**src/hdl/smf_pkg.sv**
```systemverilog
// Shared types, constants and helper functions for the serial master with queues.
package smf_pkg;

	localparam int FIFO_DEPTH = 8;
	localparam int PTR_W      = $clog2(FIFO_DEPTH);
	localparam int CNT_W      = $clog2(FIFO_DEPTH + 1);
	localparam int DATA_BITS  = 8;
	localparam int BIT_W      = $clog2(DATA_BITS + 1);
	localparam int CFG_W      = 8;
	localparam int CFG_IDX_W  = 2;

	localparam logic [1:0] OP_TICK   = 2'd0;
	localparam logic [1:0] OP_WRITE  = 2'd1;
	localparam logic [1:0] OP_READ   = 2'd2;
	localparam logic [1:0] OP_STATUS = 2'd3;

	localparam logic [CFG_IDX_W-1:0] REG_PRESCALE = 2'd0;
	localparam logic [CFG_IDX_W-1:0] REG_RATE     = 2'd1;
	localparam logic [CFG_IDX_W-1:0] REG_ENABLE   = 2'd2;

	localparam logic [7:0] PRESCALE_RESET = 8'd2;

	typedef struct packed {
		logic [1:0] opcode;
		logic [7:0] write_byte;
		logic       miso_bit;
	} in_t;

	typedef struct packed {
		logic [7:0] read_value;
		logic       sclk_level;
		logic       mosi_level;
		logic       busy_flag;
	} out_t;

	// What the control stage hands to the response stage for one item.
	typedef struct packed {
		logic       pop;        // data read that found the receive queue non-empty
		logic       load;       // frame start: shift register takes the transmit head
		logic       shift;      // falling edge: shift register moves left
		logic [7:0] status;     // status word, zero for other opcodes
		logic       sclk;
		logic       active;
		logic       busy;
	} stage_t;

	// Advance a queue pointer with wrap.
	function automatic logic [PTR_W-1:0] ptr_inc(input logic [PTR_W-1:0] p);
		return (p == PTR_W'(FIFO_DEPTH - 1)) ? '0 : p + PTR_W'(1);
	endfunction

	// Slot at head plus count, with wrap.
	function automatic logic [PTR_W-1:0] ptr_add(input logic [PTR_W-1:0] p,
		input logic [CNT_W-1:0] n);
		logic [CNT_W:0] s;
		s = {{(CNT_W + 1 - PTR_W){1'b0}}, p} + {1'b0, n};
		if (s >= (CNT_W + 1)'(FIFO_DEPTH)) begin
			s = s - (CNT_W + 1)'(FIFO_DEPTH);
		end
		return s[PTR_W-1:0];
	endfunction

endpackage

```
**src/hdl/smf_ram.sv**
```systemverilog
// Generic single-write, single-read synchronous RAM with registered read data.
module smf_ram #(
	parameter int DEPTH  = 8,
	parameter int DATA_W = 8,
	parameter int ADDR_W = $clog2(DEPTH)
) (
	input  logic              clk,
	input  logic              we,
	input  logic [ADDR_W-1:0] waddr,
	input  logic [DATA_W-1:0] wdata,
	input  logic              re,
	input  logic [ADDR_W-1:0] raddr,
	output logic [DATA_W-1:0] rdata
);

	logic [DATA_W-1:0] mem [DEPTH];

	always_ff @(posedge clk) begin
		if (we) begin
			mem[waddr] <= wdata;
		end
	end

	always_ff @(posedge clk) begin
		if (re) begin
			rdata <= mem[raddr];
		end
	end

endmodule

```
**src/hdl/smf_engine.sv**
```systemverilog
// Control stage: configuration registers, queue pointers, serial timing and queue RAMs.
module smf_engine import smf_pkg::*; (
	input  logic                 clk,
	input  logic                 arst_n,
	input  logic                 accept,
	input  in_t                  item,
	input  logic                 cfg_we,
	input  logic [CFG_IDX_W-1:0] cfg_index,
	input  logic [CFG_W-1:0]     cfg_wdata,
	output stage_t               info,
	output logic [7:0]           tx_rdata,
	output logic [7:0]           rx_rdata
);

	logic [7:0]       prescale_q;
	logic [7:0]       rate_q;
	logic             enable_q;

	logic [CNT_W-1:0] tx_count_q, rx_count_q;
	logic [PTR_W-1:0] tx_head_q, rx_head_q;
	logic [7:0]       shift_in_q;
	logic [BIT_W-1:0] bit_index_q;
	logic [15:0]      period_q;
	logic             phase_q;
	logic             active_q;

	logic [CNT_W-1:0] tx_count_d, rx_count_d;
	logic [PTR_W-1:0] tx_head_d, rx_head_d;
	logic [7:0]       shift_in_d;
	logic [BIT_W-1:0] bit_index_d;
	logic [15:0]      period_d;
	logic             phase_d;
	logic             active_d;

	logic             tx_we, tx_re, rx_we, rx_re;
	logic [6:0]       pre_half;
	logic [15:0]      half;
	logic [15:0]      period_inc;
	logic [BIT_W-1:0] bit_inc;
	stage_t           info_d;

	// Half bit period in ticks; a prescale below two acts as two.
	always_comb begin
		pre_half = (prescale_q[7:1] == 7'd0) ? 7'd1 : prescale_q[7:1];
		half     = 16'({9'd0, pre_half} * ({8'd0, rate_q} + 16'd1));
	end

	always_comb begin
		tx_count_d  = tx_count_q;
		rx_count_d  = rx_count_q;
		tx_head_d   = tx_head_q;
		rx_head_d   = rx_head_q;
		shift_in_d  = shift_in_q;
		bit_index_d = bit_index_q;
		period_d    = period_q;
		phase_d     = phase_q;
		active_d    = active_q;
		tx_we       = 1'b0;
		tx_re       = 1'b0;
		rx_we       = 1'b0;
		rx_re       = 1'b0;
		info_d      = '0;
		period_inc  = period_q + 16'd1;
		bit_inc     = bit_index_q + BIT_W'(1);

		unique case (item.opcode)
			OP_TICK: begin
				if (enable_q) begin
					if (!active_q) begin
						if (tx_count_q != '0) begin
							tx_re       = 1'b1;
							info_d.load = 1'b1;
							tx_head_d   = ptr_inc(tx_head_q);
							tx_count_d  = tx_count_q - CNT_W'(1);
							shift_in_d  = '0;
							bit_index_d = '0;
							period_d    = '0;
							phase_d     = 1'b0;
							active_d    = 1'b1;
						end
					end else if (period_inc < half) begin
						period_d = period_inc;
					end else begin
						period_d = '0;
						if (!phase_q) begin
							phase_d    = 1'b1;
							shift_in_d = {shift_in_q[6:0], item.miso_bit};
						end else begin
							phase_d      = 1'b0;
							info_d.shift = 1'b1;
							bit_index_d  = bit_inc;
							if (bit_inc >= BIT_W'(DATA_BITS)) begin
								// Frame done: keep the byte only if the receive queue has room.
								if (rx_count_q < CNT_W'(FIFO_DEPTH)) begin
									rx_we      = 1'b1;
									rx_count_d = rx_count_q + CNT_W'(1);
								end
								active_d    = 1'b0;
								bit_index_d = '0;
								shift_in_d  = '0;
							end
						end
					end
				end
			end
			OP_WRITE: begin
				if (tx_count_q < CNT_W'(FIFO_DEPTH)) begin
					tx_we      = 1'b1;
					tx_count_d = tx_count_q + CNT_W'(1);
				end
			end
			OP_READ: begin
				if (rx_count_q != '0) begin
					rx_re      = 1'b1;
					info_d.pop = 1'b1;
					rx_head_d  = ptr_inc(rx_head_q);
					rx_count_d = rx_count_q - CNT_W'(1);
				end
			end
			OP_STATUS: begin
				info_d.status = {3'd0,
					active_q || (tx_count_q != '0),
					rx_count_q >= CNT_W'(FIFO_DEPTH),
					rx_count_q != '0,
					tx_count_q < CNT_W'(FIFO_DEPTH),
					tx_count_q == '0};
			end
			default: ;
		endcase

		info_d.sclk   = phase_d;
		info_d.active = active_d;
		info_d.busy   = active_d || (tx_count_d != '0);
	end

	always_ff @(posedge clk or negedge arst_n) begin
		if (!arst_n) begin
			prescale_q  <= PRESCALE_RESET;
			rate_q      <= '0;
			enable_q    <= 1'b0;
			tx_count_q  <= '0;
			rx_count_q  <= '0;
			tx_head_q   <= '0;
			rx_head_q   <= '0;
			shift_in_q  <= '0;
			bit_index_q <= '0;
			period_q    <= '0;
			phase_q     <= 1'b0;
			active_q    <= 1'b0;
		end else if (cfg_we) begin
			unique case (cfg_index)
				REG_PRESCALE: prescale_q <= cfg_wdata;
				REG_RATE:     rate_q     <= cfg_wdata;
				REG_ENABLE: begin
					enable_q <= cfg_wdata[0];
					// Disabling aborts a frame in flight; the queues are kept.
					if (!cfg_wdata[0]) begin
						active_q    <= 1'b0;
						phase_q     <= 1'b0;
						period_q    <= '0;
						bit_index_q <= '0;
						shift_in_q  <= '0;
					end
				end
				default: ;
			endcase
		end else if (accept) begin
			tx_count_q  <= tx_count_d;
			rx_count_q  <= rx_count_d;
			tx_head_q   <= tx_head_d;
			rx_head_q   <= rx_head_d;
			shift_in_q  <= shift_in_d;
			bit_index_q <= bit_index_d;
			period_q    <= period_d;
			phase_q     <= phase_d;
			active_q    <= active_d;
		end
	end

	always_ff @(posedge clk) begin
		if (accept) begin
			info <= info_d;
		end
	end

	// Pushes and pops come from different items, so one queue is never read and
	// written at the same slot in one cycle; a write is visible to the next read.
	smf_ram #(.DEPTH(FIFO_DEPTH), .DATA_W(8)) u_tx_ram (
		.clk   (clk),
		.we    (accept && tx_we),
		.waddr (ptr_add(tx_head_q, tx_count_q)),
		.wdata (item.write_byte),
		.re    (accept && tx_re),
		.raddr (tx_head_q),
		.rdata (tx_rdata)
	);

	smf_ram #(.DEPTH(FIFO_DEPTH), .DATA_W(8)) u_rx_ram (
		.clk   (clk),
		.we    (accept && rx_we),
		.waddr (ptr_add(rx_head_q, rx_count_q)),
		.wdata (shift_in_q),
		.re    (accept && rx_re),
		.raddr (rx_head_q),
		.rdata (rx_rdata)
	);

endmodule

```
**src/hdl/smf_resp.sv**
```systemverilog
// Response stage: transmit shift register, result assembly and output register.
module smf_resp import smf_pkg::*; (
	input  logic       clk,
	input  logic       arst_n,
	input  logic       accept,
	input  stage_t     info,
	input  logic [7:0] tx_rdata,
	input  logic [7:0] rx_rdata,
	output logic       hold,
	output logic       out_valid,
	input  logic       out_stall,
	output out_t       out_data
);

	logic       valid_s2;
	logic       advance;
	logic [7:0] shift_out_q;
	logic [7:0] shift_out_d;
	out_t       result;

	assign advance = valid_s2 && (!out_valid || !out_stall);
	assign hold    = valid_s2 && !advance;

	always_comb begin
		shift_out_d = shift_out_q;
		if (info.load) begin
			shift_out_d = tx_rdata;
		end else if (info.shift) begin
			shift_out_d = {shift_out_q[6:0], 1'b0};
		end
		result.read_value = info.pop ? rx_rdata : info.status;
		result.sclk_level = info.sclk;
		result.mosi_level = info.active && shift_out_d[DATA_BITS-1];
		result.busy_flag  = info.busy;
	end

	always_ff @(posedge clk or negedge arst_n) begin
		if (!arst_n) begin
			valid_s2    <= 1'b0;
			out_valid   <= 1'b0;
			shift_out_q <= '0;
		end else begin
			if (accept) begin
				valid_s2 <= 1'b1;
			end else if (advance) begin
				valid_s2 <= 1'b0;
			end
			if (advance) begin
				out_valid   <= 1'b1;
				shift_out_q <= shift_out_d;
			end else if (!out_stall) begin
				out_valid <= 1'b0;
			end
		end
	end

	always_ff @(posedge clk) begin
		if (advance) begin
			out_data <= result;
		end
	end

endmodule

```
**src/hdl/spi_master_with_fifos_top.sv**
```systemverilog
// Top level of the mode 0 serial master with transmit and receive queues.
//
//   channel   direction  payload   transfer when
//   in        into       in_t      in_valid && !in_stall
//   out       out of     out_t     out_valid && !out_stall
//   cfg       into       8 bits    cfg_we
//
// One item per cycle while in_stall is low; each gives one registered result.
// Per item the control stage reads and updates the pointers and serial timing and
// issues at most one queue RAM access; the RAM's registered read feeds the result.
// Reset clears pointers, counts, timing and configuration; queue contents are not cleared.
// A stalled result holds the second stage, and in_stall rises only then.
module spi_master_with_fifos_top import smf_pkg::*; (
	input  logic                 clk,
	input  logic                 arst_n,
	input  logic                 in_valid,
	output logic                 in_stall,
	input  in_t                  in_data,
	output logic                 out_valid,
	input  logic                 out_stall,
	output out_t                 out_data,
	input  logic                 cfg_we,
	input  logic [CFG_IDX_W-1:0] cfg_index,
	input  logic [CFG_W-1:0]     cfg_wdata
);

	logic       accept;
	stage_t     info;
	logic [7:0] tx_rdata;
	logic [7:0] rx_rdata;

	assign accept = in_valid && !in_stall;

	smf_engine u_engine (
		.clk       (clk),
		.arst_n    (arst_n),
		.accept    (accept),
		.item      (in_data),
		.cfg_we    (cfg_we),
		.cfg_index (cfg_index),
		.cfg_wdata (cfg_wdata),
		.info      (info),
		.tx_rdata  (tx_rdata),
		.rx_rdata  (rx_rdata)
	);

	smf_resp u_resp (
		.clk       (clk),
		.arst_n    (arst_n),
		.accept    (accept),
		.info      (info),
		.tx_rdata  (tx_rdata),
		.rx_rdata  (rx_rdata),
		.hold      (in_stall),
		.out_valid (out_valid),
		.out_stall (out_stall),
		.out_data  (out_data)
	);

endmodule

```
**config.mk**
```make
export PLATFORM = sky130hd
export DESIGN_NAME = spi_master_with_fifos_top
export DESIGN_NICKNAME = d
export VERILOG_FILES = /design/src/hdl/smf_pkg.sv /design/src/hdl/smf_ram.sv /design/src/hdl/smf_engine.sv /design/src/hdl/smf_resp.sv /design/src/hdl/spi_master_with_fifos_top.sv
export SDC_FILE = /design/constraint.sdc
export NUM_CORES = 1
export LEC_CHECK = 0
export BUFFER_PORTS_ARGS = -buffer_cell sky130_fd_sc_hd__buf_4
export CELL_PAD_IN_SITES_DETAIL_PLACEMENT = 2
export CELL_PAD_IN_SITES_GLOBAL_PLACEMENT = 2
export CORE_MARGIN = 5
export CORE_UTILIZATION = 50
export CTS_BUF_LIST = sky130_fd_sc_hd__clkbuf_8
export CTS_CLUSTER_SIZE = 16
export DETAILED_ROUTE_END_ITERATION = 16
export GPL_ROUTABILITY_DRIVEN = 0
export GPL_TIMING_DRIVEN = 1
export PLACE_DENSITY = 0.88
export SYNTH_ARGS = -nofsm -noshare
export SYNTH_HDL_FRONTEND = slang
export SYNTH_SLANG_ARGS = --single-unit
```
**constraint.sdc**
```tcl
create_clock -name clk -period 15.3 [get_ports clk]
set_input_delay 3.06 -clock clk [delete_from_list [all_inputs] [get_ports clk]]
set_output_delay 3.06 -clock clk [all_outputs]
set_load 0.03 [all_outputs]
```
Word-level counts from Yosys, hierarchy flattened. Memory sizes are Yosys's and may differ from the RTL's. A register that Yosys moved wholly into a read port is not among the register bits. Cells that the tools add are included.

Memories kept: 2. Bits in registers: 96. ROM bits: 0. Word-level logic and storage cells: 212. Input bits: 26. Bits in latches: 0. RAM bits: 128.

Memory list: u_engine.u_rx_ram.mem (words 8, width 8, read ports 1, clocked after memory_dff 1, wr ports 1, line smf_ram.sv:16) `logic [DATA_W-1:0] mem [DEPTH];`; u_engine.u_tx_ram.mem (words 8, width 8, read ports 1, clocked after memory_dff 1, wr ports 1, line smf_ram.sv:16).

Shift-type cells: 0. Reduce and logical (&&, ||, !) cells: 43. Div/mod/pow operators: 0. $mul: 1. Equal/unequal tests: 20. $add $sub $neg: 13. Bitwise logic cells: 4. Order comparisons: 7. Multiplexer cells: 94.

Operator list (number): two-way mux 16 bit (9); two-way mux 8 bit (14); two-way mux 4 bit (22); two-way mux 1 bit (42); adder 16 x 1 -> 16 bit, second input constant (1); < comparator 16 bit (1); multiplier 7 x 16 -> 16 bit (1); inequality test 2 x 1 -> 1 bit, second input constant (8); one-hot mux 4 bit (2 select lines) (2); AND reduction 8 bit (2); adder 4 x 1 -> 4 bit, second input constant (3); two-way mux 3 bit (4); AND reduction 2 bit (6); AND reduction 6 bit (2); nonzero test 2 bit (6); nonzero test 4 bit (3); adder 3 x 4 -> 5 bit (2); >= comparator 5 x 4 -> 1 bit, second input constant (2); AND reduction 10 bit (1); adder 8 x 1 -> 9 bit, second input constant (1); >= comparator 4 bit, second input constant (2); logical AND 1 bit (8); < comparator 4 bit, second input constant (2); subtractor 4 x 1 -> 4 bit, second input constant (2); other kinds (20) (36).

Depth between registers and ports, before layout.
Depth in word-level cells: 11. Mapped depth: 30.

Cells and area by module. A second synthesis with hierarchy kept.

Cells, all modules: 967. Area total of the unflattened synthesis: 12936.2 um^2.

By module, submodules not included: smf_engine (cells an instance 672, times used 1, area each 6432.4 um^2); smf_ram (cells an instance 114, times used 2, area each 2771.4 um^2); smf_resp (cells an instance 66, times used 1, area each 947.2 um^2); spi_master_with_fifos_top (cells an instance 1, times used 1, area each 13.8 um^2).

Least setup slack after synthesis. Ideal clock, no wire load.

Path type: reg-to-reg. Start point: register u_engine.rate_q[0]. End point: memory u_engine.u_rx_ram.mem[2][0], enable pin. Clock period less this slack: 7388 ps. Cell stages (with the launch flop): 29. Path buffers: 0. Setup time: 383 ps. Arrival time: 7004 ps. Slack: 7912 ps. Cell sequence: dfrtp_1 > ha_1 > nand3_1 > xor2_1 > nor2b_1 > fa_1 > inv_1 > fa_1 > inv_1 > fa_1 > inv_1 > fa_1 > inv_1 > ha_1 > o21a_1 > o31a_1 > o211ai_1 > nand2_1 > a2111oi_0 > o21bai_1 > xnor2_1 > ha_1 > nand3_1 > nor3_1 > o21ai_0 > nand4b_2 > nand3_1 > or4b_1 > nor3_1.

Cells in the longest elaborated chain, start to end: 10.

RTL lines: start, declared (line smf_engine.sv:16) `logic [7:0] rate_q;`; start signal, assigned (line smf_engine.sv:153) `REG_RATE: rate_q <= cfg_wdata;`; adder 8 x 1 -> 9 bit (line smf_engine.sv:45) `half = 16'({9'd0, pre_half} * ({8'd0, rate_q} + 16'd1));`; multiplier 7 x 16 -> 16 bit (line smf_engine.sv:45); < comparator 16 bit (line smf_engine.sv:81) `end else if (period_inc < half) begin`; two-way mux 1 bit (line smf_engine.sv:81); two-way mux 1 bit (line smf_engine.sv:69) `if (!active_q) begin`; two-way mux 1 bit (line smf_engine.sv:68) `if (enable_q) begin`; two-way mux 1 bit (line smf_engine.sv:66) `unique case (item.opcode)`; logical AND 1 bit (line smf_engine.sv:200) `.we (accept && rx_we),`; two-way mux 1 bit (line smf_ram.sv:19) `if (we) begin`; two-way mux 1 bit (not written as such) (line smf_ram.sv:20) `mem[waddr] <= wdata;`; end, declared (line smf_ram.sv:16).

No other way between the ends.

Worst setup path after layout.
Start point: register u_engine.rate_q[0]. End point: memory u_engine.u_rx_ram.mem[2][1], enable pin.

Same word-level chain as after synthesis.

==> flow_summary.json <==
{
  "postSynthAreaPerCell_um2": 13.3,
  "drcViolationCount": 0,
  "min_period_ns": 9.37,
  "status": "complete, no violations",
  "start_util": 0.509,
  "clockBufferDepth": 3,
  "cp_data_arrival_time_ns": 9.55,
  "startpoint_type": "flop",
  "htree_levels": 2,
  "diodes": 0,
  "finalInstanceArea_mm2": 0.0139,
  "grt_pass1_vias": 9674,
  "drv_cap": 0,
  "worst_pin_slew_ns": 1.31,
  "layout_common_cells": "edfxtp_1, inv_1, dfrtp_1, nand2_1, ha_1",
  "track_usage": 0.291,
  "clk_pin_slew_worst_paths_ns": 0.06,
  "regArea_mm2": 0.00674,
  "synth_edf_count": 166,
  "antenna_left": 0,
  "switching_power_mw": 1.12,
  "leakagePower_nw": 5.60,
  "slew-limit-headroom": 0.120,
  "routed_wl_um": 40600,
  "clock_latency_ns": 0.59,
  "ys_types": 62,
  "grt_first_pass_wirelength_um": 61900,
  "skew_ns": 0.0391,
  "clockRootBuffer": "clkbuf_8",
  "rows": 57,
  "slowest_stage": "nor3_1",
  "cp_max_fo": 11,
  "ys.flop_type": "edfxtp_1",
  "ys_seq_elements": 236,
  "tns_ns": 0,
  "power.internal_mw": 1.60,
  "drtPass1Iterations": 5,
  "fmax_mhz": 107,
  "drtIter0Drc": 601,
  "yosysSeqAreaShare": 0.543,
  "seq_power_share": 0.304,
  "power_density_mw_per_mm2": 195,
  "fin_nets": 1119,
  "final_common_cell": "edfxtp_1",
  "syn_inst": 932,
  "coreArea_mm2": 0.0244,
  "synth.net_count": 1057,
  "cts_buffers": 42,
  "cpPeakStageDelay_ns": 1.08,
  "slew_violations": 0,
  "wl_per_cell_um": 30.0,
  "rsz0062_at_grt": "no",
  "multiInputGateArea_mm2": 0.00540,
  "p_clk_frac": 0.228,
  "nFillCells": 2253,
  "ys_async_sr_fraction": 0.297,
  "worstPathRequired_ns": 15.49,
  "fp.dieH_um": 168,
  "gr-total-overflow": 0,
  "ctsResizeCount": 0,
  "die_w_um": 168,
  "fin_crit_sh": 0.612,
  "drive_above_1_share": 0.184,
  "yosysWarnings": 0,
  "syn_area_mm2": 0.0124,
  "syn2layout_area_growth_pct": 12.2,
  "swShare": 0.412,
  "hold_class": "flop to flop",
  "worstSetupPathType": "flop to flop",
  "cts_hold_buf": 0,
  "p_comb_frac": 0.469,
  "post_cts.repair.setup_buffers": 0,
  "vias": 8378,
  "grt_max_degree": 63,
  "peakVddDrop_uv": 147,
  "tritoncts": "yes",
  "io-pin-count": 39,
  "setup_viol": 0,
  "hpwlAfterDp_um": 25900,
  "hold_violations": 0,
  "dieArea_mm2": 0.0281,
  "place_area_mm2": 0.0131,
  "port_buffers": 38,
  "viasPerCell": 6.20,
  "end_kind": "flop",
  "clock-sinks": 236,
  "antenna_found_initial": 0
}
==> metal layers <==
layer | vias to the layer above | share of wire | global-route usage
li1 | 3537 | - | -
met1 | 4440 | 0.39 | 0.351
met2 | 298 | 0.52 | 0.518
met3 | 103 | 0.050 | 0.0530
met4 | 0 | 0.040 | 0.115
met5 | - | 0 | 0
==> Yosys cell counts (all sizes together), types with 3 or more instances <==
master / n / share of area
ha: 62 / 0.062
inv: 48 / 0.015
a211oi: 3 / 0.0018
a22oi: 7 / 0.0042
nor3: 17 / 0.0069
nand2b: 14 / 0.0071
nand4b: 3 / 0.0026
nand3b: 6 / 0.0036
o21ai: 61 / 0.025
o211ai: 4 / 0.0028
nor2b: 38 / 0.019
xnor2: 22 / 0.016
and2: 20 / 0.010
a21o: 14 / 0.0085
nor4: 3 / 0.0015
or3: 4 / 0.0020
and2b: 5 / 0.0030
xor2: 20 / 0.014
or2: 4 / 0.0020
nand3: 20 / 0.0081
edfxtp: 166 / 0.40
and3: 12 / 0.0060
nor3b: 11 / 0.0091
a31oi: 9 / 0.0045
fa: 37 / 0.060
o21a: 6 / 0.0036
buf: 8 / 0.0036
nand2: 66 / 0.020
clkbuf: 19 / 0.0057
a21oi: 16 / 0.0065
nor2: 40 / 0.012
mux4: 32 / 0.058
dfrtp: 69 / 0.14
mux2: 40 / 0.036
==> critical path: cells and delay by family, from the launching register on <==
family	cells	cell delay, ns
buffers and inverters	4	0.23
AND/OR/NAND/NOR	10	3.25
XOR/XNOR	2	0.71
adder cells (fa/ha/maj)	6	2.71
flip-flops	1	0.53
AO/OA/AOI/OAI	6	1.56
==> stage by stage <==
stage           util  setup WS, ns  instances  total power, mW  hold WS [ns]
3_3_place_gp   0.535          7.21       1273             1.93         0.406
6_report       0.571          5.93       1352             2.72         0.454
2_1_floorplan      -          7.91        932             1.69         0.400
4_1_cts        0.570          6.03       1351             2.73         0.447
5_1_grt        0.571          5.43       1352             2.91         0.460
3_5_place_dp   0.535          6.39       1273             2.07         0.441
==> flip-flops by register name, summed over array words and instances (netlist names), 3 cells and up <==
name,count
u_engine.prescale_q,7
u_engine.info,11
u_resp.out_data,11
u_engine.rate_q,8
u_engine.bit_index_q,4
u_engine.rx_head_q,3
u_engine.u_rx_ram.rdata,8
u_engine.tx_count_q,4
u_resp.shift_out_q,8
u_engine.u_tx_ram.rdata,8
u_engine.u_tx_ram.mem,64
u_engine.shift_in_q,8
u_engine.period_q,16
u_engine.rx_count_q,4
u_engine.u_rx_ram.mem,64
u_engine.tx_head_q,3
==> final cells by class <==
| class | instances | share of cell area |
|---|---|---|
| sequential | 236 | 0.484 |
| multi-input combinational | 620 | 0.388 |
| clock buffer | 49 | 0.0484 |
| tap | 324 | 0.0291 |
| timing repair buffer | 45 | 0.0243 |
| clock inverter | 29 | 0.0134 |
| inverter | 49 | 0.0132 |
==> final timing paths <==
check / startpoint / to / depth (start not counted) / slack, ns
worst min register to register: u_engine.info[2] / u_resp.out_data[2] / 0 / 0.45
worst max-delay path: u_engine.rate_q[0] / u_engine.u_rx_ram.mem[2][1] / 28 / 5.93
min in group asynchronous: arst_n / u_engine.shift_in_q[6] / 1 / 2.30
worst min-delay path: u_engine.info[2] / u_resp.out_data[2] / 0 / 0.45
max in group asynchronous: arst_n / u_engine.rate_q[2] / 2 / 11.83
worst max register to register: u_engine.rate_q[0] / u_engine.u_rx_ram.mem[2][1] / 28 / 5.93
==> cells by family after synthesis <==
| kind of cell | Yosys count | share of synthesized area |
|---|---|---|
| AND/OR/NAND/NOR | 270 | 0.118 |
| flip-flops | 236 | 0.543 |
| AO/OA/AOI/OAI | 135 | 0.0674 |
| adder cells (fa/ha/maj) | 99 | 0.122 |
| multiplexers | 74 | 0.0960 |
| XOR/XNOR | 42 | 0.0296 |
| buffers and inverters | 76 | 0.0242 |
==> power by group through the flow <==
stage	logic, mW	registers (mW)	clock network [mW]
after detailed placement	1.24	0.832	0
after global placement	1.11	0.824	0
final	1.28	0.826	0.620
after global routing	1.42	0.830	0.663
after floorplan	0.901	0.785	0
after CTS	1.28	0.824	0.627
(Power assumes the default switching activity.)
